$ cat config.mk
export PLATFORM = sky130hd
export DESIGN_NAME = shell_sort_keyed_records_top
export DESIGN_NICKNAME = d
export VERILOG_FILES = /design/src/rtl/core/sskr_pkg.sv /design/src/rtl/core/sskr_dp.sv /design/src/rtl/core/sskr_ctrl.sv /design/src/rtl/core/shell_sort_keyed_records_top.sv
export VERILOG_INCLUDE_DIRS = /design/src /design/src/rtl/core
export SDC_FILE = /design/constraint.sdc
export NUM_CORES = 1
export LEC_CHECK = 0
export ABC_AREA = 1
export BUFFER_PORTS_ARGS = -buffer_cell sky130_fd_sc_hd__buf_2
export CAP_MARGIN = 20
export CORE_MARGIN = 2
export CORE_UTILIZATION = 60
export DETAILED_ROUTE_END_ITERATION = 10
export PLACE_DENSITY_LB_ADDON = 0.12
export SETUP_SLACK_MARGIN = 0.4
export SKIP_CTS_REPAIR_TIMING = 1
export SLEW_MARGIN = 0
export SYNTH_ARGS = -nofsm -noshare
export SYNTH_HDL_FRONTEND = slang
export SYNTH_SLANG_ARGS = --single-unit
$ cat constraint.sdc
create_clock -name i_clk -period 6.5 [get_ports i_clk]
set_input_delay 1.3 -clock i_clk [delete_from_list [all_inputs] [get_ports i_clk]]
set_output_delay 1.3 -clock i_clk [all_outputs]
set_load 0.05 [all_outputs]
$ cat src/rtl/core/shell_sort_keyed_records_top_macros.svh
// assertion macros for the keyed record sorter
`ifndef SHELL_SORT_KEYED_RECORDS_TOP_MACROS_SVH
`define SHELL_SORT_KEYED_RECORDS_TOP_MACROS_SVH

`ifndef ASSERT_OFF
// checked only while out of reset
`define SSKR_ASSERT(name, prop, msg) \
    name: assert property (@(posedge i_clk) disable iff (!i_rst_n) prop) else $error(msg);
// checked on every edge, reset included
`define SSKR_ASSERT_RST(name, prop, msg) \
    name: assert property (@(posedge i_clk) prop) else $error(msg);
`else
`define SSKR_ASSERT(name, prop, msg)
`define SSKR_ASSERT_RST(name, prop, msg)
`endif

`endif

$ cat src/rtl/core/sskr_pkg.sv
`timescale 1ns / 1ps

package sskr_pkg;

    localparam int MAX_RECORDS_DEF = 32;

    localparam int KEY_W  = 16;
    localparam int TAG_W  = 8;
    localparam int WORD_W = KEY_W + TAG_W;
    localparam int MODE_W = 2;

    // order mode codes
    localparam logic [MODE_W-1:0] MODE_ASC  = 2'd0;
    localparam logic [MODE_W-1:0] MODE_DESC = 2'd1;
    localparam logic [MODE_W-1:0] MODE_KEEP = 2'd2;

    // controller to datapath commands
    typedef struct packed {
        logic load_accept;  // record transaction taken on the input
        logic start_sort;   // gap from half the fill count
        logic gap_next;     // halve the gap
        logic set_i;        // outer index from the gap
        logic rd_i;         // read entry i
        logic hold;         // capture held record, j from i
        logic rd_prev;      // read entry j - gap
        logic shift_wr;     // move entry j - gap up to j
        logic put_wr;       // drop held record at j, advance i
        logic out_load;     // load output register from read data
        logic clear_set;    // set emitted, back to empty
    } t_dp_cmd;

    // datapath to controller status
    typedef struct packed {
        logic sort_on;
        logic gap_zero;
        logic i_end;
        logic j_ge_gap;
        logic must_shift;
        logic emit_last;
        logic out_free;
    } t_dp_sts;

endpackage

$ cat src/rtl/core/sskr_dp.sv
`timescale 1ns / 1ps

module sskr_dp #(
    parameter int MAX_RECORDS = sskr_pkg::MAX_RECORDS_DEF
) (
    input  logic                        i_clk,
    input  logic                        i_rst_n,
    input  logic                        i_cfg_valid,
    input  logic [sskr_pkg::MODE_W-1:0] i_cfg_data,
    input  logic [sskr_pkg::KEY_W-1:0]  i_key,
    input  logic [sskr_pkg::TAG_W-1:0]  i_tag,
    input  sskr_pkg::t_dp_cmd           i_cmd,
    output sskr_pkg::t_dp_sts           o_sts,
    input  logic                        i_out_ready,
    output logic                        o_out_valid,
    output logic [sskr_pkg::KEY_W-1:0]  o_out_key,
    output logic [sskr_pkg::TAG_W-1:0]  o_out_tag,
    output logic                        o_out_last,
    output logic                        o_out_overflow
);

    localparam int AW = $clog2(MAX_RECORDS);
    localparam int CW = $clog2(MAX_RECORDS + 1);
    localparam int KW = sskr_pkg::KEY_W;
    localparam int WW = sskr_pkg::WORD_W;

    // record store, word is {tag, key}
    logic [WW-1:0] r_mem [MAX_RECORDS];

    logic [CW-1:0] r_fill, r_gap, r_i, r_j, r_k;
    logic          r_dropped;
    logic [sskr_pkg::MODE_W-1:0] r_mode;
    logic [WW-1:0] r_held;
    logic [WW-1:0] r_rd;
    logic          r_out_valid;
    logic [WW-1:0] r_out_word;
    logic          r_out_last;
    logic          r_out_ovf;

    logic [CW-1:0] w_prev_idx;
    logic [AW-1:0] w_rd_addr;
    logic [AW-1:0] w_wr_addr;
    logic [WW-1:0] w_wr_data;
    logic          w_we;
    logic          w_full;
    logic          w_desc;

    assign w_prev_idx = r_j - r_gap;
    assign w_full     = (r_fill == CW'(MAX_RECORDS));
    assign w_desc     = (r_mode == sskr_pkg::MODE_DESC);

    always_comb begin
        if (i_cmd.rd_i) begin
            w_rd_addr = r_i[AW-1:0];
        end else if (i_cmd.rd_prev) begin
            w_rd_addr = w_prev_idx[AW-1:0];
        end else begin
            w_rd_addr = r_k[AW-1:0];
        end
    end

    assign w_we      = (i_cmd.load_accept && !w_full) || i_cmd.shift_wr || i_cmd.put_wr;
    assign w_wr_addr = i_cmd.load_accept ? r_fill[AW-1:0] : r_j[AW-1:0];

    always_comb begin
        if (i_cmd.load_accept) begin
            w_wr_data = {i_tag, i_key};
        end else if (i_cmd.shift_wr) begin
            w_wr_data = r_rd;
        end else begin
            w_wr_data = r_held;
        end
    end

    always_ff @(posedge i_clk) begin
        if (w_we) begin
            r_mem[w_wr_addr] <= w_wr_data;
        end
        r_rd <= r_mem[w_rd_addr];
    end

    assign o_sts.sort_on    = (r_mode == sskr_pkg::MODE_ASC) || w_desc;
    assign o_sts.gap_zero   = (r_gap == '0);
    assign o_sts.i_end      = (r_i == r_fill);
    assign o_sts.j_ge_gap   = (r_j >= r_gap);
    assign o_sts.must_shift = w_desc ? (r_rd[KW-1:0] < r_held[KW-1:0])
                                     : (r_rd[KW-1:0] > r_held[KW-1:0]);
    assign o_sts.emit_last  = (CW'(r_k + CW'(1)) == r_fill);
    assign o_sts.out_free   = !r_out_valid || i_out_ready;

    // sort indices and held record
    always_ff @(posedge i_clk) begin
        if (i_cmd.start_sort) begin
            r_gap <= r_fill >> 1;
        end else if (i_cmd.gap_next) begin
            r_gap <= r_gap >> 1;
        end
        if (i_cmd.set_i) begin
            r_i <= r_gap;
        end else if (i_cmd.put_wr) begin
            r_i <= r_i + CW'(1);
        end
        if (i_cmd.hold) begin
            r_held <= r_rd;
            r_j    <= r_i;
        end else if (i_cmd.shift_wr) begin
            r_j <= w_prev_idx;
        end
    end

    // set bookkeeping, mode and output register
    always_ff @(posedge i_clk) begin
        if (!i_rst_n) begin
            r_fill      <= '0;
            r_dropped   <= 1'b0;
            r_k         <= '0;
            r_mode      <= sskr_pkg::MODE_ASC;
            r_out_valid <= 1'b0;
        end else begin
            if (i_cfg_valid) begin
                r_mode <= i_cfg_data;
            end
            if (i_cmd.clear_set) begin
                r_fill    <= '0;
                r_dropped <= 1'b0;
            end else if (i_cmd.load_accept) begin
                if (w_full) begin
                    r_dropped <= 1'b1;
                end else begin
                    r_fill <= r_fill + CW'(1);
                end
            end
            if (i_cmd.out_load) begin
                r_out_valid <= 1'b1;
            end else if (i_out_ready) begin
                r_out_valid <= 1'b0;
            end
            if (i_cmd.clear_set) begin
                r_k <= '0;
            end else if (i_cmd.out_load) begin
                r_k <= r_k + CW'(1);
            end
        end
    end

    always_ff @(posedge i_clk) begin
        if (i_cmd.out_load) begin
            r_out_word <= r_rd;
            r_out_last <= o_sts.emit_last;
            r_out_ovf  <= r_dropped;
        end
    end

    assign o_out_valid    = r_out_valid;
    assign o_out_key      = r_out_word[KW-1:0];
    assign o_out_tag      = r_out_word[WW-1:KW];
    assign o_out_last     = r_out_last;
    assign o_out_overflow = r_out_ovf;

endmodule

$ cat src/rtl/core/sskr_ctrl.sv
`timescale 1ns / 1ps

module sskr_ctrl (
    input  logic              i_clk,
    input  logic              i_rst_n,
    input  logic              i_in_valid,
    input  logic              i_in_last,
    input  sskr_pkg::t_dp_sts i_sts,
    output sskr_pkg::t_dp_cmd o_cmd,
    output logic              o_in_ready
);

    typedef enum logic [10:0] {
        S_LOAD    = 11'b000_0000_0001,
        S_START   = 11'b000_0000_0010,
        S_GAP     = 11'b000_0000_0100,
        S_RD_I    = 11'b000_0000_1000,
        S_HOLD    = 11'b000_0001_0000,
        S_CHK     = 11'b000_0010_0000,
        S_CMP     = 11'b000_0100_0000,
        S_PUT     = 11'b000_1000_0000,
        S_EMIT_RD = 11'b001_0000_0000,
        S_EMIT_WR = 11'b010_0000_0000,
        S_SPARE   = 11'b100_0000_0000
    } t_state;

    t_state r_state, n_state;

    always_ff @(posedge i_clk) begin
        if (!i_rst_n) begin
            r_state <= S_LOAD;
        end else begin
            r_state <= n_state;
        end
    end

    always_comb begin
        n_state = r_state;
        o_cmd   = '0;
        case (r_state)
            S_LOAD: begin
                if (i_in_valid) begin
                    o_cmd.load_accept = 1'b1;
                    if (i_in_last) begin
                        n_state = i_sts.sort_on ? S_START : S_EMIT_RD;
                    end
                end
            end
            S_START: begin
                o_cmd.start_sort = 1'b1;
                n_state          = S_GAP;
            end
            S_GAP: begin
                if (i_sts.gap_zero) begin
                    n_state = S_EMIT_RD;
                end else begin
                    o_cmd.set_i = 1'b1;
                    n_state     = S_RD_I;
                end
            end
            S_RD_I: begin
                if (i_sts.i_end) begin
                    o_cmd.gap_next = 1'b1;
                    n_state        = S_GAP;
                end else begin
                    o_cmd.rd_i = 1'b1;
                    n_state    = S_HOLD;
                end
            end
            S_HOLD: begin
                o_cmd.hold = 1'b1;
                n_state    = S_CHK;
            end
            S_CHK: begin
                if (i_sts.j_ge_gap) begin
                    o_cmd.rd_prev = 1'b1;
                    n_state       = S_CMP;
                end else begin
                    n_state = S_PUT;
                end
            end
            S_CMP: begin
                if (i_sts.must_shift) begin
                    o_cmd.shift_wr = 1'b1;
                    n_state        = S_CHK;
                end else begin
                    n_state = S_PUT;
                end
            end
            S_PUT: begin
                o_cmd.put_wr = 1'b1;
                n_state      = S_RD_I;
            end
            S_EMIT_RD: begin
                n_state = S_EMIT_WR;
            end
            S_EMIT_WR: begin
                if (i_sts.out_free) begin
                    o_cmd.out_load = 1'b1;
                    if (i_sts.emit_last) begin
                        o_cmd.clear_set = 1'b1;
                        n_state         = S_LOAD;
                    end else begin
                        n_state = S_EMIT_RD;
                    end
                end
            end
            default: begin
                n_state = S_LOAD;
            end
        endcase
    end

    assign o_in_ready = (r_state == S_LOAD);

endmodule

$ cat src/rtl/core/shell_sort_keyed_records_top.sv
`timescale 1ns / 1ps
// Keyed record sorter. Records (16-bit key, 8-bit tag) stream in one per cycle
// and are stored until the record marked with tlast arrives; up to MAX_RECORDS
// are kept, later ones are dropped and every result of that set carries the
// overflow flag in tuser. The set is then Shell sorted by key (gaps n/2, n/4
// .. 1, strict-compare insertion per gap, so equal keys may still be reordered
// by the wider gaps) ascending or descending as order_mode says, or left in
// arrival order for modes 2 and 3, and streamed out with tlast on the final
// record. The sort runs on a store with one write port and a registered read
// port; a pass at gap g visits n - g elements, moving each entry that must
// pass the held record up by the gap before the held record is written back.
// Each result is read from the store and then loaded into the output register
// once that register is free. The input is held off from the last record
// until the final result is loaded into the output register. order_mode is
// written on the cfg channel, which is always ready; write it only while no
// set is in progress.

`include "shell_sort_keyed_records_top_macros.svh"

module shell_sort_keyed_records_top #(
    parameter int MAX_RECORDS = sskr_pkg::MAX_RECORDS_DEF
) (
    input  logic        i_clk,
    input  logic        i_rst_n,

    // configuration write channel
    input  logic        i_cfg_valid,
    output logic        o_cfg_ready,
    input  logic [1:0]  i_cfg_data,      // order_mode

    // record input
    input  logic        i_s_axis_tvalid,
    output logic        o_s_axis_tready,
    input  logic [23:0] i_s_axis_tdata,  // [15:0] key_value, [23:16] record_tag
    input  logic        i_s_axis_tlast,  // set_last

    // sorted output
    output logic        o_m_axis_tvalid,
    input  logic        i_m_axis_tready,
    output logic [23:0] o_m_axis_tdata,  // [15:0] sorted_key, [23:16] sorted_tag
    output logic        o_m_axis_tlast,  // out_last
    output logic [0:0]  o_m_axis_tuser   // [0] overflow
);

    sskr_pkg::t_dp_cmd w_cmd;
    sskr_pkg::t_dp_sts w_sts;
    logic              w_overflow;

    // config register lives in the datapath and takes a write every cycle
    assign o_cfg_ready = 1'b1;

    sskr_ctrl u_ctrl (
        .i_clk      (i_clk),
        .i_rst_n    (i_rst_n),
        .i_in_valid (i_s_axis_tvalid),
        .i_in_last  (i_s_axis_tlast),
        .i_sts      (w_sts),
        .o_cmd      (w_cmd),
        .o_in_ready (o_s_axis_tready)
    );

    sskr_dp #(
        .MAX_RECORDS (MAX_RECORDS)
    ) u_dp (
        .i_clk          (i_clk),
        .i_rst_n        (i_rst_n),
        .i_cfg_valid    (i_cfg_valid),
        .i_cfg_data     (i_cfg_data),
        .i_key          (i_s_axis_tdata[15:0]),
        .i_tag          (i_s_axis_tdata[23:16]),
        .i_cmd          (w_cmd),
        .o_sts          (w_sts),
        .i_out_ready    (i_m_axis_tready),
        .o_out_valid    (o_m_axis_tvalid),
        .o_out_key      (o_m_axis_tdata[15:0]),
        .o_out_tag      (o_m_axis_tdata[23:16]),
        .o_out_last     (o_m_axis_tlast),
        .o_out_overflow (w_overflow)
    );

    assign o_m_axis_tuser = w_overflow;

    // the last record of a set closes the input until the set is emitted
    `SSKR_ASSERT(a_last_closes_input, (i_s_axis_tvalid && o_s_axis_tready && i_s_axis_tlast) |=> !o_s_axis_tready, "input still open after last record")
    // loading the final result of a set reopens the input
    `SSKR_ASSERT(a_emit_end_reopens, (w_cmd.out_load && w_sts.emit_last) |=> o_s_axis_tready, "input not reopened after final result")
    // no record transaction taken while the sorter owns the store
    `SSKR_ASSERT(a_no_load_in_sort, w_cmd.load_accept |-> !(w_cmd.shift_wr || w_cmd.put_wr || w_cmd.out_load), "record taken during sort or emission")
    // reset empties the output register
    `SSKR_ASSERT_RST(a_reset_out_empty, !i_rst_n |=> !o_m_axis_tvalid, "output valid after reset")

endmodule

# Word-level counts from Yosys, hierarchy flattened
# Memory sizes are Yosys's and may differ from the RTL's. A register that Yosys moved wholly into a read port is not among the register bits.
# Index checks and enable logic that the tools add are counted.
[op_classes]
mux = 44
addsub = 4
magnitude_cmp = 3
reduce_logical = 17
n_bitwise = 2
eq_ne = 17
[op_table]
columns = ["cell", "n"]
rows = [
  ["11-bit one-hot mux with 10 select lines", 1],
  ["24-bit 2-to-1 mux", 2],
  ["5-bit 2-to-1 mux", 7],
  ["11-bit 2-to-1 mux", 3],
  ["9-bit 2-to-1 mux", 3],
  ["1-bit 2-to-1 mux", 21],
  ["6-bit by 1-bit adder with 6-bit output, second input constant", 3],
  ["6-bit 2-to-1 mux", 3],
  ["16-bit greater-than comparator", 1],
  ["16-bit less-than comparator", 1],
  ["8-bit 2-to-1 mux", 2],
  ["6-bit equality test", 2],
  ["11-bit by 1-bit equality test with 1-bit output, second input constant", 1],
  ["11-bit by 10-bit equality test with 1-bit output, second input constant", 1],
  ["11-bit by 2-bit equality test with 1-bit output, second input constant", 1],
  ["11-bit by 3-bit equality test with 1-bit output, second input constant", 1],
  ["11-bit by 4-bit equality test with 1-bit output, second input constant", 1],
  ["11-bit by 5-bit equality test with 1-bit output, second input constant", 1],
  ["11-bit by 6-bit equality test with 1-bit output, second input constant", 1],
  ["11-bit by 7-bit equality test with 1-bit output, second input constant", 1],
  ["11-bit by 8-bit equality test with 1-bit output, second input constant", 1],
  ["11-bit by 9-bit equality test with 1-bit output, second input constant", 1],
  ["2-bit nonzero test", 4],
  ["6-bit equality test, second input constant", 1],
  ["other kinds (15)", 23],
]
[totals]
ram_bits = 768
output_inout_bits = 29
word_cells = 102
inputBits = 32
reg_bits = 94
n_memories = 1
[mem_list]
columns = ["memory", "words", "width", "rd", "rd_ports_with_merged_regs", "wr", "line", "rtl"]
rows = [
  ["u_dp.r_mem", 32, 24, 1, 1, 1, "sskr_dp.sv:28", "logic [WW-1:0] r_mem [MAX_RECORDS];"],
]

# Longest topological paths before layout
# Gate-level depths: netlist of run 1.
[logic_depth]
depth_word = 8
depth_mapped = 22
ltp_nobuf = 19

# Hierarchy
# A second synthesis of run 1 with hierarchy kept.
[unflattened]
cells_unflattened = 3914
area_unflattened_um2 = 39770.6
[modules_own_cells]
columns = ["module", "instances", "cells_per_inst", "seq_area_each_um2", "area_per_inst_um2"]
rows = [
  ["sskr_dp", 1, 3798, 25874.8, 39063.7],
  ["sskr_ctrl", 1, 114, 200.2, 695.7],
  ["shell_sort_keyed_records_top", 1, 2, 0.0, 11.3],
]

# Worst setup path after synthesis of run 1
# No wires, ideal clock.
[synth_path]
path_type = "input to register"
startpoint = "input port i_s_axis_tvalid"
endpoint = "memory u_dp.r_mem[0][10] in the netlist's numbering, data pin"
path_buffers = 2
required_ps = 6046
arrival_time_ps = 3332
setup_time_ps = 454
setup_slack_ps = 2714
cell_stages = 7
path_cell_list = "inv_1 nor2_4 inv_2 buf_4 clkbuf_1 nand2_1 o21ai_0"
[synth_between]
elab_chain_len = 3
[synth_rtl]
columns = ["item", "line", "rtl"]
rows = [
  ["start: declaration", "shell_sort_keyed_records_top.sv:32", "input logic i_s_axis_tvalid,"],
  ["1-bit 2-to-1 mux", "sskr_ctrl.sv:42", "if (i_in_valid) begin"],
  ["1-bit 2-to-1 mux", "sskr_ctrl.sv:40", "case (r_state)"],
  ["24-bit 2-to-1 mux", "sskr_dp.sv:66", "if (i_cmd.load_accept) begin"],
  ["named net u_dp.w_wr_data[10]", "sskr_dp.sv:43", "logic [WW-1:0] w_wr_data;"],
  ["end: declaration", "sskr_dp.sv:28", ""],
]
# The timed path passes the listed nets, and every way through them passes these cells.

# Worst setup path in the final report of run 1
[layout_path]
startpoint = "register u_dp.r_j[0]"
endpoint = "register u_dp.r_rd[16], read port of u_dp.r_mem"
[layout_between]
elab_chain_len = 5
word_cells_on_any_way = 6
classes_between = "1 x add/sub; 1 x order compare; 4 x mux"
[layout_rtl]
columns = ["item", "line", "rtl"]
rows = [
  ["start: declaration", "sskr_dp.sv:30", "logic [CW-1:0] r_fill, r_gap, r_i, r_j, r_k;"],
  ["start signal: assignment", "sskr_dp.sv:105", "r_j <= r_i;"],
  ["start signal: assignment", "sskr_dp.sv:107", "r_j <= w_prev_idx;"],
  ["6-bit by 5-bit greater-or-equal comparator with 1-bit output", "sskr_dp.sv:85", "assign o_sts.j_ge_gap = (r_j >= r_gap);"],
  ["1-bit 2-to-1 mux", "sskr_ctrl.sv:75", "if (i_sts.j_ge_gap) begin"],
  ["1-bit 2-to-1 mux", "sskr_ctrl.sv:40", ""],
  ["5-bit 2-to-1 mux *", "sskr_dp.sv:55", "end else if (i_cmd.rd_prev) begin"],
  ["5-bit 2-to-1 mux *", "sskr_dp.sv:53", "if (i_cmd.rd_i) begin"],
  ["end: declaration", "sskr_dp.sv:34", "logic [WW-1:0] r_rd;"],
]
# Every way passes the cells marked *; elsewhere a longest branch is shown, timed or not.
# A chain may end at the register's enable or synchronous reset.

==> summary.md, run 1 <==
| Metric | Value |
|---|---|
| R2R Path End | `u_dp.r_rd[16]$_DFF_P_` |
| Hold Crit Depth | `0` |
| Reg2Reg Setup Slack | `1.80 ns` |
| Worst hold endpoint | `u_dp.o_out_overflow$_DFFE_PP_` |
| Die Ht | `262 µm` |
| Worst-Skew Late Latency | `0.65 ns` |
| Dominant cells by area after synthesis | `edfxtp_1 (63%), nand3_1 (11%), nand2_1 (7.2%), inv_1 (6.6%), nand3b_1 (2.7%)` |
| Crit Path Category | `reg2reg` |
| Status | `complete, no violations` |
| Netlist cell types | `47` |
| Register Area | `26100 µm²` |
| Worst setup SP type | `flip-flop` |
| Clk pwr share | `35.6%` |
| Most frequent cell after synthesis | `nand3_1` |
| Initial Util | `60.6%` |
| Inserted Diodes | `0` |
| Multi-input gate area | `10500 µm²` |
| Clock Skew | `0.0244 ns` |
| CP Max Fanout | `125` |
| Psw | `3.98 mW` |
| Hold Vio Cnt, Final | `0` |
| Hold wc startpoint | `u_dp.r_dropped$_SDFFE_PP0P_` |
| Layout Utilization | `67.1%` |
| Final WL | `107 mm` |
| Core Area | `65900 µm²` |
| Pre-antenna DRT Iters | `6` |
| Die width | `262 µm` |
| GPL Wtd Cong | `0.947` |
| Layout cells sized above 1 | `8.97%` |
| Top cells by count, synth | `nand3_1 (872), edfxtp_1 (835), nand2_1 (762)` |
| Adder-Cell Fraction of Synth Area | `0.834%` |
| Synth Net Count | `3928` |
| Worst Tran Pin Value | `1.13 ns` |
| PnR Total Power | `14.4 mW` |
| Filler cell count | `5053` |
| First-pass GRT wire length | `161 mm` |
| Initial antenna violation count | `0` |
| Normalized max-slew margin | `24.4%` |
| CTS Buffer Depth | `3` |
| Post-Synth XOR/XNOR Area | `0.329%` |
| Post-synthesis mux area share | `0%` |
| Grt ovf | `0` |
| Leakage power figure | `18.1 nW` |
| Register bit total from synthesis | `885` |
| Dpl hpwl | `59.4 mm` |
| Layout Nets | `3926` |
| Reg2reg path depth | `19` |
| Total Neg Setup Slack | `0 ns` |
| Max-cap violations | `0` |
| WL per Instance | `22.3 µm` |
| Routed vias/inst | `5.79` |
| Max Slew Vio Count | `0` |
| CTS tree | `built` |
| Routed Antenna Nets | `0` |
| RSZ-0062 raised after global routing | `false` |
| Number of flops mapped to enable cells by yosys | `835` |
| Sinks on Clock Net | `885` |
| Synth area leader | `edfxtp_1` |
| Synth Area in Simple Gates | `22.8%` |
| Port bufs | `59` |
| # H-tree levels | `3` |
| PD cells | `325 nW/µm²` |
| Setup violations, final | `0` |
| Power Internal | `10.4 mW` |
| Largest net degree at the start of global routing | `164` |
| DIE AREA | `68600 µm²` |
| Cell Area, Placed | `41200 µm²` |
| Crit path DAT | `5.21 ns` |
| Compound-Gate Fraction of Synth Area | `1.20%` |
| Reg power frac | `49.5%` |
| Worst Hold Margin | `0.433 ns` |
| Worst hold path type | `reg2reg` |
| Final worst setup slack | `1.80 ns` |
| Synth top area share | `62.8%` |
| Non-filler cells, final | `4810` |
| Crit share post-route | `72.3%` |
| Maximum vdd drop | `0.000279 V` |
| Worst-path clk slew | `0.06 ns` |
| Max Fclk | `213 MHz` |
| Async SR Flop Fraction | `0%` |
| Initial DRC Count | `3674` |
| Period minus WS final | `4.70 ns` |
| Row count | `94` |
| Final instance area | `44200 µm²` |
| Largest family of logic cells by synthesized area | `simple AND/OR/NAND/NOR gates` |
| Mapped Area | `39900 µm²` |
| Vias | `27900` |
| I/O pins | `61` |
| Area growth syn-to-layout | `10.7%` |
| Post-Syn Instances | `3870` |
| Remaining DRCs | `0` |
| Switching share of total power | `27.7%` |
| WP data required | `7.02 ns` |
| Ys Warns | `0` |
| Crit path capture type | `flip-flop` |
| Worst r2r src | `u_dp.r_j[0]$_DFFE_PP_` |
| Sequential area share after synthesis | `65.3%` |
| Combinational group share of total power | `15.0%` |
| GRT Overall Usage | `31.5%` |
| Place WS | `1.90 ns` |
| Main synth FF type | `edfxtp_1` |
| Root Driver | `clkbuf_16` |
| Placed Cells | `4634` |
| Post-Syn Area per Cell | `10.3 µm²` |
| Vias in the first global route | `26200` |
| CTS Buf Count | `92` |
registers in the layout, indices dropped and copies added (netlist names), 2 cells and up:
register / flops
u_dp.r_mem: 768
u_dp.r_held: 24
u_dp.r_out_word: 24
u_dp.r_rd: 24
u_ctrl.r_state: 10
u_dp.r_fill: 6
u_dp.r_i: 6
u_dp.r_j: 6
u_dp.r_k: 6
u_dp.r_gap: 5
u_dp.r_mode: 2
how the worst max path moves through the flow:
stage,depth (start not counted),from,to
2_1_floorplan,7,i_s_axis_tvalid,u_dp.r_mem[0][10]$_DFFE_PP_
3_5_place_dp,19,u_dp.r_j[0]$_DFFE_PP_,u_dp.r_rd[14]$_DFF_P_
4_1_cts,19,u_dp.r_j[0]$_DFFE_PP_,u_dp.r_rd[16]$_DFF_P_
5_1_grt,19,u_dp.r_j[0]$_DFFE_PP_,u_dp.r_rd[16]$_DFF_P_
6_report,19,u_dp.r_j[0]$_DFFE_PP_,u_dp.r_rd[16]$_DFF_P_
3_3_place_gp,19,u_dp.r_j[0]$_DFFE_PP_,u_dp.r_rd[14]$_DFF_P_
cell type report:
type	count	area share (%)
clock buffers	123	5.75
flip-flops and latches	885	59.0
multi-input cells	2056	23.8
well taps	864	2.45
clock inverters	49	0.872
inverters	722	6.15
repair buffers	111	1.99
routing by layer:
layer	track usage, %	up-vias	share of wire (%)
li1	-	12800	-
met1	45.0	13400	41
met4	11.6	0	3.3
met3	5.79	193	10
met5	0	-	0
met2	48.7	1379	46
worst max-delay path: stages, from the launching register on:
cell and delay, ns:
edfxtp_1 0.40, inv_1 0.08, ha_1 0.14, inv_1 0.06
fa_1 0.42, inv_1 0.08, nand2_1 0.05, nand3_1 0.06
nand3_1 0.16, nand3_1 0.18, nand3_4 0.59, nand2_8 0.97
buf_12 0.44, nand2_1 0.12, nand3_1 0.12, nand3_1 0.09
nand3_1 0.11, nand2_1 0.11, nand2_1 0.15, nand2_1 0.07
cells in the final DEF, fill, tap and decap left out, types with 7 or more instances in the layout:
cell type / Yosys / layout
nand3_1: 872 / 871
edfxtp_1: 835 / 835
nand2_1: 762 / 761
inv_1: 704 / 703
nand3b_1: 145 / 145
clkbuf_16: 0 / 94
nor2_1: 93 / 61
buf_2: 119 / 59
dfxtp_1: 50 / 50
buf_4: 35 / 37
nor2_4: 5 / 28
a21oi_1: 27 / 27
ha_1: 25 / 25
clkinv_1: 2 / 22
clkbuf_1: 36 / 21
o21ai_0: 44 / 20
clkinv_2: 0 / 19
inv_2: 16 / 15
o21ai_4: 0 / 15
buf_12: 0 / 14
nor2_2: 3 / 12
xor2_1: 12 / 12
o21ai_2: 2 / 11
nor3_1: 9 / 9
clkbuf_8: 0 / 8
nand3_2: 7 / 7
power by group through the flow:
stage	sequential, mW	combinational (mW)	clock [mW]
finish	7.11	2.15	5.11
global route	7.12	2.32	5.36
CTS	7.11	2.10	5.16
detailed placement	7.23	2.08	0
global placement	7.22	2.05	0
floorplan	7.25	1.16	0
cell families after synthesis:
kind of cell	count (synthesis)
and+or+nand+nor	1926
buffers and inverters	929
DFF	885
AOI/OAI and AO/OA	88
adders and majority gates	26
xor gates and xnor gates	15
other	1
Power figures use the tool's default switching activity.
==> run 2: changes to the inputs <==
--- a/config.mk
+++ b/config.mk
@@ -6,7 +6,7 @@
 export SDC_FILE = /design/constraint.sdc
 export NUM_CORES = 1
 export LEC_CHECK = 0
-export ABC_AREA = 1
+export ABC_AREA = 0
 export BUFFER_PORTS_ARGS = -buffer_cell sky130_fd_sc_hd__buf_2
 export CAP_MARGIN = 20
 export CORE_MARGIN = 2
==> constraint.sdc (replaced) <==
create_clock -name i_clk -period 4.7 [get_ports i_clk]
set_input_delay 0.94 -clock i_clk [delete_from_list [all_inputs] [get_ports i_clk]]
set_output_delay 0.94 -clock i_clk [all_outputs]
set_load 0.05 [all_outputs]
==> run 2 against run 1 <==
Effect of this change:
- hold slack improved by 0.026 ns
- cell area decreased by 6.8%
- clock power increased by 38%
- final cell count decreased by 24%
- via count decreased by 16%
==> summary.md, run 2 <==
| Metric | Value |
|---|---|
| Post-Syn Instances | `2714` |
| Initial Util | `60.7%` |
| Max Slew Vio Count | `0` |
| Filler cell count | `3894` |
| Vias | `23500` |
| Most common cell after layout, fill and taps aside | `edfxtp_1` |
| Synth area leader | `edfxtp_1` |
| Setup violations, final | `0` |
| Largest net degree at the start of global routing | `104` |
| Register Area | `26100 µm²` |
| Final WL | `95.7 mm` |
| Initial antenna violation count | `3` |
| Most frequent cell after synthesis | `edfxtp_1` |
| Clock Skew | `0.0211 ns` |
| Worst hold path type | `reg2reg` |
| Die width | `248 µm` |
| Final instance area | `41200 µm²` |
| Most frequent cells in the layout | `edfxtp_1 (835), nand2_1 (633), a21oi_1 (137), nand3_1 (107), a32oi_1 (96)` |
| Multi-input gate area | `9340 µm²` |
| CTS Buffer Depth | `3` |
| Routed vias/inst | `6.40` |
| Worst Hold Margin | `0.458 ns` |
| Largest stage delay on the critical path | `0.42 ns` |
| Crit share post-route | `89.1%` |
| Port bufs | `59` |
| Top reg by flops | `u_dp.r_mem` |
| Pre-antenna DRT Iters | `5` |
| Number of flops mapped to enable cells by yosys | `835` |
| Sinks on Clock Net | `885` |
| Remaining DRCs | `0` |
| Hold Crit Depth | `0` |
| # H-tree levels | `3` |
| Period minus WS final | `4.19 ns` |
| Top cells by count, synth | `edfxtp_1 (835), nand2_1 (633), a21oi_1 (138)` |
| Dpl hpwl | `54.2 mm` |
| Routed Antenna Nets | `0` |
| DIE AREA | `61700 µm²` |
| Row count | `89` |
| Placed Cells | `3488` |
| Layout Nets | `2878` |
| Layout cells sized above 1 | `14.3%` |
| Maximum vdd drop | `0.000322 V` |
| Synth Net Count | `2772` |
| Leakage power figure | `14.0 nW` |
| Worst-path clk slew | `0.06 ns` |
| Slowest CP cell | `fa_1` |
| Ys Warns | `0` |
| Dominant cells by area after synthesis | `edfxtp_1 (70%), nand2_1 (6.6%), dfxtp_1 (2.8%), a32oi_1 (2.3%), a21oi_1 (1.9%)` |
| Vias in the first global route | `22200` |
| Max reg flops | `768` |
| Async SR Flop Fraction | `0%` |
| Hold Vio Cnt, Final | `0` |
| Crit path DAT | `4.64 ns` |
| Reg2reg path depth | `15` |
| WL per Instance | `26.1 µm` |
| Initial DRC Count | `2869` |
| Worst Tran Pin Value | `1.19 ns` |
| Max Fclk | `239 MHz` |
| PD cells | `401 nW/µm²` |
| Layout Utilization | `69.8%` |
| CTS Buf Count | `89` |
| CTS tree | `built` |
| I/O pins | `61` |
| Non-filler cells, final | `3673` |
| Reg2Reg Setup Slack | `0.51 ns` |
| Register bit total from synthesis | `885` |
| Main synth FF type | `edfxtp_1` |
| Worst-Skew Late Latency | `0.65 ns` |
| Sequential area share after synthesis | `72.8%` |
| Synth top area share | `70.0%` |
| Max-cap violations | `0` |
| Die Ht | `248 µm` |
| Grt ovf | `0` |
| Netlist cell types | `70` |
| GPL Wtd Cong | `0.873` |
| Total Neg Setup Slack | `0 ns` |
| Normalized max-slew margin | `20.1%` |
| First-pass GRT wire length | `139 mm` |
| GRT Overall Usage | `30.9%` |
| Status | `complete, no violations` |
| Worst setup SP type | `flip-flop` |
| Root Driver | `clkbuf_16` |
| Post-Syn Area per Cell | `13.2 µm²` |
| Area growth syn-to-layout | `14.9%` |
| Crit Path Category | `reg2reg` |
| Crit path capture type | `flip-flop` |
| Core Area | `59000 µm²` |
| WP data required | `5.15 ns` |
| RSZ-0062 raised after global routing | `true` |
| Mapped Area | `35800 µm²` |
| CP cell instances | `inv_1, ha_1, inv_1, fa_1, a21oi_1, o22ai_1, nor3_2, or4b_1, a31oi_4, buf_12, nor2_4, buf_4, nand3_1, nand4_1, nand4_1` |
| Cell Area, Placed | `38000 µm²` |
| CP Max Fanout | `62` |
## run 2: changes by cell type in the layout (fill, tap and decap cells not counted), moves of 38 or more
cell	change
a21oi_1	+110
and2_1	+49
a22oi_1	+48
nand4_1	+76
nand2_1	-128
nand3b_1	-143
and3_1	+55
o21ai_1	+38
buf_4	+49
a32oi_1	+95
a211oi_1	+48
inv_1	-670
nand3_1	-764
## run 2: kinds of logic after synthesis
kind of cell / after synthesis / share of synthesized area (%)
mux: 19 / 0.555
simple gates: 1086 / 13.8
compound gates: 459 / 8.52
buf+inv: 208 / 2.69
flops: 885 / 72.8
fa+ha+maj: 26 / 0.929
xor+xnor: 30 / 0.733
other cells: 1 / 0.0105
## run 2: final cells by class
class | count | area share (%)
diodes | 4 | 0.0243
inverters | 34 | 0.310
multi-input cells | 1625 | 22.7
clock inverters | 46 | 1.12
flip-flops and latches | 885 | 63.3
repair buffers | 185 | 4.17
well taps | 773 | 2.35
clock buffers | 121 | 6.00
## run 2: per-stage QoR
step           power, mW  worst slack, ns
5_1_grt             16.9            0.359
2_1_floorplan       9.29           -0.136
3_3_place_gp        9.54            0.360
6_report            16.5            0.512
3_5_place_dp        9.56            0.299
4_1_cts             16.5            0.275
## run 2: per-layer routing
layer / share of wire (%) / routed length [µm] / track usage (%) / vias to the layer above
met3: 10 / 9980 / 5.82 / 183
li1: - / - / - / 10400
met5: 0.014 / 13 / 0 / -
met4: 3.0 / 2840 / 11.0 / 2
met1: 40 / 38300 / 44.4 / 11700
met2: 47 / 44600 / 47.8 / 1266
## run 2: path summary, 6_finish.rpt
kind / startpoint / endpoint
max reg2reg: u_dp.r_j[0]$_DFFE_PP_ / u_dp.r_rd[15]$_DFF_P_
max: u_dp.r_j[0]$_DFFE_PP_ / u_dp.r_rd[15]$_DFF_P_
min: u_dp.r_dropped$_SDFFE_PP0P_ / u_dp.o_out_overflow$_DFFE_PP_
min reg2reg: u_dp.r_dropped$_SDFFE_PP0P_ / u_dp.o_out_overflow$_DFFE_PP_
## run 2: worst max-delay path: cells and delay by family (launching register included)
family | cells | cell delay [ns]
flops | 1 | 0.40
simple gates | 6 | 1.42
compound gates | 3 | 0.62
buf+inv | 4 | 0.89
fa+ha+maj | 2 | 0.60
## run 2: power by group
| group | switching, mW | internal (mW) | leakage (nW) |
|---|---|---|---|
| Clock | 2.94 | 4.13 | 1.42 |
| Combinational | 0.452 | 0.140 | 4.63 |
| Sequential | 0.0351 | 8.80 | 7.95 |
